$ cat config.mk
export PLATFORM = sky130hd
export DESIGN_NAME = hid_keyboard_report_builder_top
export DESIGN_NICKNAME = d
export VERILOG_FILES = /design/src/design/hkrb_pkg.sv /design/src/design/hid_keyboard_report_builder_top.sv /design/src/design/hkrb_dp.sv /design/src/design/hkrb_ctrl.sv
export SDC_FILE = /design/constraint.sdc
export NUM_CORES = 1
export LEC_CHECK = 0
export BUFFER_PORTS_ARGS = -buffer_cell sky130_fd_sc_hd__buf_2
export CAP_MARGIN = 30
export CORE_MARGIN = 2
export CORE_UTILIZATION = 60
export CTS_CLUSTER_SIZE = 25
export DETAILED_ROUTE_END_ITERATION = 6
export PLACE_DENSITY = 0.77
export SLEW_MARGIN = 10
export SYNTH_ARGS = -nofsm -noshare
export SYNTH_HDL_FRONTEND = slang
export SYNTH_SLANG_ARGS = --single-unit
export TNS_END_PERCENT = 10
$ cat constraint.sdc
create_clock -name clk -period 4.7 [get_ports clk]
set_clock_uncertainty 0.15 [all_clocks]
set_input_delay 1.41 -clock clk [delete_from_list [all_inputs] [get_ports clk]]
set_output_delay 1.41 -clock clk [all_outputs]
set_load 0.05 [all_outputs]
$ cat src/design/hkrb_pkg.sv
// shared types and constants for the keyboard report builder
package hkrb_pkg;

  localparam int KEY_SLOTS  = 6;
  localparam int REPORT_LEN = 8;
  localparam int SLOT_BASE  = 2;
  localparam int CNT_W      = $clog2(REPORT_LEN);

  typedef enum logic [1:0] {
    OP_PRESS       = 2'd0,
    OP_RELEASE     = 2'd1,
    OP_RELEASE_ALL = 2'd2,
    OP_READ        = 2'd3
  } op_t;

  typedef enum logic [1:0] {
    ST_OK        = 2'd0,
    ST_NO_SPACE  = 2'd1,
    ST_NOT_READY = 2'd2
  } status_t;

  typedef enum logic [1:0] {
    S_IDLE,
    S_EXEC,
    S_EMIT,
    S_ERR
  } state_t;

  // controller to datapath
  typedef struct packed {
    logic load;
    logic exec;
    logic emit;
    logic err;
  } cmd_t;

  // datapath to controller
  typedef struct packed {
    logic fail;
    logic last;
  } stat_t;

endpackage

$ cat src/design/hid_keyboard_report_builder_top.sv
// boot keyboard report builder: 6 slots plus modifier byte, one report byte per cycle
// after the accepting edge the controller passes through S_EXEC (slot update), then gives the first result
// a word that yields a report gives the update plus 8 bytes, an error word gives one error result;
//   the next word is taken during the final result cycle
// results leave one per cycle on strobe, the receiver cannot stall
// rst (synchronous) clears the modifier byte, all key slots and the controller
module hid_keyboard_report_builder_top
  import hkrb_pkg::*;
(
  input  logic       clk,
  input  logic       rst,
  input  logic       start,
  output logic       busy,
  input  logic [1:0] op,
  input  logic [7:0] modifier_bits,
  input  logic [7:0] key_usage,
  input  logic       host_ready,
  output logic       strobe,
  output logic [7:0] report_byte,
  output logic [2:0] byte_index,
  output logic [1:0] status,
  output logic       last_byte
);

  cmd_t  cmd;
  stat_t stat;

  hkrb_ctrl u_ctrl (
    .clk    (clk),
    .rst    (rst),
    .start  (start),
    .busy   (busy),
    .strobe (strobe),
    .cmd    (cmd),
    .stat   (stat)
  );

  hkrb_dp u_dp (
    .clk           (clk),
    .rst           (rst),
    .cmd           (cmd),
    .stat          (stat),
    .op            (op),
    .modifier_bits (modifier_bits),
    .key_usage     (key_usage),
    .host_ready    (host_ready),
    .report_byte   (report_byte),
    .byte_index    (byte_index),
    .status        (status),
    .last_byte     (last_byte)
  );

endmodule

$ cat src/design/hkrb_dp.sv
// datapath: report state, slot search and byte output
module hkrb_dp
  import hkrb_pkg::*;
(
  input  logic             clk,
  input  logic             rst,
  input  cmd_t             cmd,
  output stat_t            stat,
  input  logic [1:0]       op,
  input  logic [7:0]       modifier_bits,
  input  logic [7:0]       key_usage,
  input  logic             host_ready,
  output logic [7:0]       report_byte,
  output logic [2:0]       byte_index,
  output logic [1:0]       status,
  output logic             last_byte
);

  op_t                  op_q;
  logic [7:0]           mods_q;
  logic [7:0]           usage_q;
  logic                 ready_q;
  logic [7:0]           modifier_reg;
  logic [7:0]           key_slots [KEY_SLOTS];
  logic [CNT_W-1:0]     cnt;
  status_t              err_code;

  logic [KEY_SLOTS-1:0] match;
  logic [KEY_SLOTS-1:0] empty;
  logic [KEY_SLOTS-1:0] match_first;
  logic [KEY_SLOTS-1:0] empty_first;
  logic                 match_any;
  logic                 empty_any;
  logic                 no_space;
  logic                 not_ready;
  logic [7:0]           report [REPORT_LEN];
  logic                 dup;

  // input word capture
  always_ff @(posedge clk) begin
    if (cmd.load) begin
      op_q    <= op_t'(op);
      mods_q  <= modifier_bits;
      usage_q <= key_usage;
      ready_q <= host_ready;
    end
  end

  // slot search: a held usage wins over the first empty slot
  always_comb begin
    match_any   = 1'b0;
    empty_any   = 1'b0;
    match_first = '0;
    empty_first = '0;
    for (int i = 0; i < KEY_SLOTS; i++) begin
      match[i] = (key_slots[i] == usage_q);
      empty[i] = (key_slots[i] == 8'd0);
      if (match[i] && !match_any) begin
        match_first[i] = 1'b1;
      end
      if (empty[i] && !empty_any) begin
        empty_first[i] = 1'b1;
      end
      match_any = match_any | match[i];
      empty_any = empty_any | empty[i];
    end
  end

  assign no_space  = (op_q == OP_PRESS) && (usage_q != 8'd0) && !match_any && !empty_any;
  assign not_ready = (op_q != OP_READ) && !ready_q;
  assign stat.fail = no_space || not_ready;
  assign stat.last = (cnt == CNT_W'(REPORT_LEN - 1));

  always_ff @(posedge clk) begin
    if (rst) begin
      modifier_reg <= 8'd0;
      for (int i = 0; i < KEY_SLOTS; i++) begin
        key_slots[i] <= 8'd0;
      end
    end else if (cmd.exec) begin
      unique case (op_q)
        OP_PRESS: begin
          modifier_reg <= modifier_reg | mods_q;
          if (usage_q != 8'd0) begin
            for (int i = 0; i < KEY_SLOTS; i++) begin
              if (match_any ? match_first[i] : empty_first[i]) begin
                key_slots[i] <= usage_q;
              end
            end
          end
        end
        OP_RELEASE: begin
          modifier_reg <= modifier_reg & ~mods_q;
          if (usage_q != 8'd0) begin
            for (int i = 0; i < KEY_SLOTS; i++) begin
              if (match[i]) begin
                key_slots[i] <= 8'd0;
              end
            end
          end
        end
        OP_RELEASE_ALL: begin
          modifier_reg <= 8'd0;
          for (int i = 0; i < KEY_SLOTS; i++) begin
            key_slots[i] <= 8'd0;
          end
        end
        OP_READ: begin
        end
        default: begin
        end
      endcase
    end
  end

  // no space is checked before host readiness
  always_ff @(posedge clk) begin
    if (cmd.exec) begin
      err_code <= no_space ? ST_NO_SPACE : ST_NOT_READY;
    end
  end

  always_ff @(posedge clk) begin
    if (rst) begin
      cnt <= '0;
    end else if (cmd.exec) begin
      cnt <= '0;
    end else if (cmd.emit) begin
      cnt <= cnt + CNT_W'(1);
    end
  end

  // report layout: modifiers, reserved zero, then the slots
  always_comb begin
    for (int k = 0; k < REPORT_LEN; k++) begin
      report[k] = 8'd0;
      if (k == 0) begin
        report[k] = modifier_reg;
      end else if (k >= SLOT_BASE && (k - SLOT_BASE) < KEY_SLOTS) begin
        report[k] = key_slots[k - SLOT_BASE];
      end
    end
  end

  always_comb begin
    if (cmd.err) begin
      report_byte = 8'd0;
      byte_index  = 3'd0;
      status      = err_code;
      last_byte   = 1'b1;
    end else begin
      report_byte = report[cnt];
      byte_index  = 3'(cnt);
      status      = ST_OK;
      last_byte   = stat.last;
    end
  end

  always_comb begin
    dup = 1'b0;
    for (int i = 0; i < KEY_SLOTS; i++) begin
      for (int j = i + 1; j < KEY_SLOTS; j++) begin
        if (key_slots[i] != 8'd0 && key_slots[i] == key_slots[j]) begin
          dup = 1'b1;
        end
      end
    end
  end

  a_no_dup_usage: assert property (@(posedge clk) disable iff (rst) !dup)
    else $error("usage held in two slots");

  a_cnt_steps: assert property (@(posedge clk) disable iff (rst)
    cmd.emit && !stat.last |=> cnt == $past(cnt) + CNT_W'(1))
    else $error("byte counter skipped");

  a_read_keeps_state: assert property (@(posedge clk) disable iff (rst)
    cmd.exec && op_q == OP_READ |=> modifier_reg == $past(modifier_reg))
    else $error("read changed modifiers");

endmodule

$ cat src/design/hkrb_ctrl.sv
// controller: sequences update, report bytes and error word
module hkrb_ctrl
  import hkrb_pkg::*;
(
  input  logic  clk,
  input  logic  rst,
  input  logic  start,
  output logic  busy,
  output logic  strobe,
  output cmd_t  cmd,
  input  stat_t stat
);

  state_t state;
  state_t state_next;
  logic   accept;

  always_ff @(posedge clk) begin
    if (rst) begin
      state <= S_IDLE;
    end else begin
      state <= state_next;
    end
  end

  assign accept = start && !busy;

  always_comb begin
    state_next = state;
    unique case (state)
      S_IDLE: begin
        if (start) state_next = S_EXEC;
      end
      S_EXEC: begin
        state_next = stat.fail ? S_ERR : S_EMIT;
      end
      S_EMIT: begin
        if (stat.last) state_next = start ? S_EXEC : S_IDLE;
      end
      S_ERR: begin
        state_next = start ? S_EXEC : S_IDLE;
      end
      default: state_next = S_IDLE;
    endcase
  end

  // a new word is taken during the final result cycle
  always_comb begin
    busy     = 1'b1;
    strobe   = 1'b0;
    cmd      = '0;
    unique case (state)
      S_IDLE: busy = 1'b0;
      S_EXEC: cmd.exec = 1'b1;
      S_EMIT: begin
        strobe   = 1'b1;
        cmd.emit = 1'b1;
        busy     = !stat.last;
      end
      S_ERR: begin
        strobe  = 1'b1;
        cmd.err = 1'b1;
        busy    = 1'b0;
      end
      default: busy = 1'b1;
    endcase
    cmd.load = start && !busy;
  end

  a_accept_exec: assert property (@(posedge clk) disable iff (rst)
    accept |=> state == S_EXEC)
    else $error("accepted word not executed");

  a_exec_result: assert property (@(posedge clk) disable iff (rst)
    state == S_EXEC |=> strobe)
    else $error("update not followed by a result");

  a_err_single: assert property (@(posedge clk) disable iff (rst)
    state == S_ERR |=> state == S_IDLE || state == S_EXEC)
    else $error("error word repeated");

endmodule
==> flow_summary.json <==
{
  "run_status": "completed",
  "track_usage_pct": 28.0,
  "globalplace.congestion": 1.02,
  "syn_nets": 473,
  "critical_path.max_stage_delay_ns": 0.69,
  "yosys_register_bits": 82,
  "postSynth.topFlopCell": "sky130_fd_sc_hd__edfxtp_1",
  "timing.max_cap.violations": 0,
  "leakagePower_nw": 1.77,
  "clk-insertion-delay-late_ns": 0.36,
  "hold_violations": 0,
  "cp.buffers_inverters": 2,
  "dr_total_vias": 3625,
  "cts_tree": "built",
  "vias_per_cell": 6.28,
  "worst_slack_ns": 0.772,
  "post_cts.repair.setup_buffers": 0,
  "global_route_wire_length_before_repair_um": 18200,
  "drt-wirelength-per-cell_um": 19.7,
  "grt.overflow.total": 0,
  "synth_top_cell_by_area": "sky130_fd_sc_hd__edfxtp_1",
  "crit_family": "multiplexers",
  "worst-setup-path-type": "flop to primary output",
  "dpl_cell_area_sq_um": 4950,
  "dieWidth_um": 93.3,
  "setup_viol": 0,
  "unrepaired_setup_endpoints_after_global_routing": "false",
  "numPortBuffers": 37,
  "drc": 0,
  "design.die.area_sq_um": 8700,
  "num-fill-cells": 586,
  "totalNegativeSetupSlack_ns": 0,
  "area_of_the_mapped_netlist_sq_um": 4780,
  "critPathArrivalTime_ns": 2.37,
  "buffer_levels_on_the_longest_clock_path": 2,
  "floorplan.core_area_sq_um": 7730,
  "maxClockFrequency_mhz": 255,
  "sinks_on_the_clock_net": 82,
  "cts_root_buf": "sky130_fd_sc_hd__clkbuf_8",
  "cts_max_level": 3,
  "routed_wl_um": 11400,
  "floorplan.rows": 32,
  "worst_hold_path_type": "flop to flop",
  "die_height_um": 93.3,
  "timing.critical_path.slowest_stage_cell": "sky130_fd_sc_hd__dfxtp_1",
  "number_of_buffers_created_by_cts": 9,
  "area.sequential_sq_um": 2330,
  "largest_net_degree_at_the_start_of_global_routing": 23,
  "drt-pass1-iter-count": 5,
  "synth.yosys.seq_area_share_pct": 48.7,
  "share_of_flip_flops_with_an_asynchronous_set_or_reset_pct": 0,
  "multi_input_comb_area_sq_um": 2240,
  "syn-instance-count": 444,
  "boundaryPins": 38,
  "initial_utilization_pct": 61.9,
  "ys_top_cells_by_area": "sky130_fd_sc_hd__edfxtp_1 (43%), sky130_fd_sc_hd__xnor2_1 (8.8%), sky130_fd_sc_hd__dfxtp_1 (5.4%)",
  "finalHoldWorstSlack_ns": 0.393,
  "critical_path.max_fanout": 21,
  "measured_slew_at_the_worst_slew_check_pin_ns": 0.851,
  "power.density_cell_area_nw_per_um2": 328,
  "worst_ir_drop_vdd_mv": 0.212,
  "register_with_the_most_flip_flops": "u_dp.key_slots",
  "cp.required_ns": 3.14,
  "clk_pin_slew_ns": 0.09,
  "remaining_antenna_violation_count_after_routing": 0,
  "cp-start-kind": "flop",
  "synth.lib_cells_used.distinct": 50,
  "post_route_cells_drive_above_1_share_pct": 17.9,
  "antenna_cell_count": 0,
  "synth_enable_flop_cells": 69,
  "hpwl_um": 8370,
  "drt_first_iter_violations": 290,
  "timing.final.crit_share_pct": 83.6,
  "vias_in_the_first_global_route": 3472,
  "cts_repair_resize_count": 0,
  "synth_warnings": 0,
  "placement.setup.worst_slack_ns": 1.04,
  "crit_chain": "buf_4 -> mux4_2 -> mux2i_1 -> nor2_1 -> buf_2",
  "grt_antenna_before_repair": 0,
  "final_report_max_slew_violation_count": 0,
  "finalWorstPathRequiredPeriod_ns": 3.93,
  "end_kind": "primary output",
  "synthesis.area_per_instance_sq_um": 10.8,
  "finalInstanceArea_sq_um": 5140,
  "largest_register_ffs": 48,
  "post_cts_hold_buffer_count": 0,
  "signed_area_change_from_the_synthesized_netlist_to_the_final_layout_pct": 7.37,
  "netlist.area_leader.share_pct": 43.3,
  "final_nets": 499,
  "max-slew-margin-rel_pct": 43.3
}
[cell type report]
cell class / count / area share, %
Sequential cell: 82 / 45.4
Tap cell: 102 / 2.48
Inverter: 8 / 0.585
Multi-Input combinational cell: 325 / 43.6
Clock inverter: 7 / 1.05
Clock buffer: 9 / 2.41
Timing Repair Buffer: 44 / 4.48
[routing by layer]
metal,vias to the layer above,track usage [%],part of all wire [%]
met5,-,0,0
li1,1685,-,-
met2,197,40.7,44
met3,29,5.80,9.1
met1,1714,41.7,44
met4,0,10.0,2.5
[worst paths after layout]
| kind | end | slack (ns) | depth (start not counted) | startpoint |
|---|---|---|---|---|
| max reg2reg | u_dp.key_slots[5][4] | 1.67 | 6 | u_dp.usage_q[4] |
| min reg2reg | u_dp.modifier_reg[3] | 0.39 | 2 | u_dp.modifier_reg[3] |
| min | u_dp.modifier_reg[3] | 0.39 | 2 | u_dp.modifier_reg[3] |
| max | report_byte[0] | 0.77 | 5 | u_dp.cnt[0] |
[synth_stat cells, types with 7 or more instances]
master	n
sky130_fd_sc_hd__a21oi_1	21
sky130_fd_sc_hd__and2_1	11
sky130_fd_sc_hd__and3_1	10
sky130_fd_sc_hd__buf_6	9
sky130_fd_sc_hd__clkbuf_1	12
sky130_fd_sc_hd__dfxtp_1	13
sky130_fd_sc_hd__edfxtp_1	69
sky130_fd_sc_hd__ha_1	7
sky130_fd_sc_hd__inv_1	8
sky130_fd_sc_hd__mux2i_1	18
sky130_fd_sc_hd__mux4_2	8
sky130_fd_sc_hd__nand2_1	20
sky130_fd_sc_hd__nand3_1	14
sky130_fd_sc_hd__nand4_1	13
sky130_fd_sc_hd__nor2_1	52
sky130_fd_sc_hd__nor3_1	30
sky130_fd_sc_hd__nor4_1	17
sky130_fd_sc_hd__o21ai_0	18
sky130_fd_sc_hd__xnor2_1	48
[tightest hold or removal path: stages, from the launching register on]
cell	delay [ns]
sky130_fd_sc_hd__dfxtp_1	0.36
sky130_fd_sc_hd__a21oi_1	0.07
sky130_fd_sc_hd__nor2_1	0.08
[power by group]
part / internal (mW) / total, mW / switching (mW)
combinational: 0.115 / 0.285 / 0.170
clock: 0.196 / 0.473 / 0.277
sequential: 0.841 / 0.928 / 0.0876
total: 1.15 / 1.69 / 0.534
[through the flow]
step | total power, mW | utilization (%) | instances
4_1_cts | 1.69 | 66.4 | 575
3_3_place_gp | 1.21 | 64.0 | 558
3_5_place_dp | 1.22 | 64.1 | 559
6_report | 1.69 | 66.5 | 577
5_1_grt | 1.75 | 66.5 | 577
2_1_floorplan | 1.15 | - | 444
[logic make-up (layout without fill, tap and decap cells)]
family          after synthesis  in the layout  share of synthesized area [%]
compound gates               56             56                           7.19
xor+xnor                     49             49                           8.97
fa+ha+maj                     7              7                           1.83
buf+inv                      37             68                           4.45
flops                        82             82                           48.7
mux                          27             27                           8.00
simple gates                186            186                           20.8
[cells in the final DEF, fill, tap and decap left out, types with 9 or more instances in the layout]
cell	synthesis	final
sky130_fd_sc_hd__nand4_1	13	13
sky130_fd_sc_hd__and2_1	11	11
sky130_fd_sc_hd__and3_1	10	10
sky130_fd_sc_hd__buf_2	4	40
sky130_fd_sc_hd__dfxtp_1	13	13
sky130_fd_sc_hd__nor2_1	52	52
sky130_fd_sc_hd__nand2_1	20	20
sky130_fd_sc_hd__edfxtp_1	69	69
sky130_fd_sc_hd__nor4_1	17	17
sky130_fd_sc_hd__clkbuf_8	0	9
sky130_fd_sc_hd__nand3_1	14	14
sky130_fd_sc_hd__a21oi_1	21	21
sky130_fd_sc_hd__mux2i_1	18	18
sky130_fd_sc_hd__xnor2_1	48	48
sky130_fd_sc_hd__o21ai_0	18	18
sky130_fd_sc_hd__nor3_1	30	30
Power figures use the tool's default switching activity.
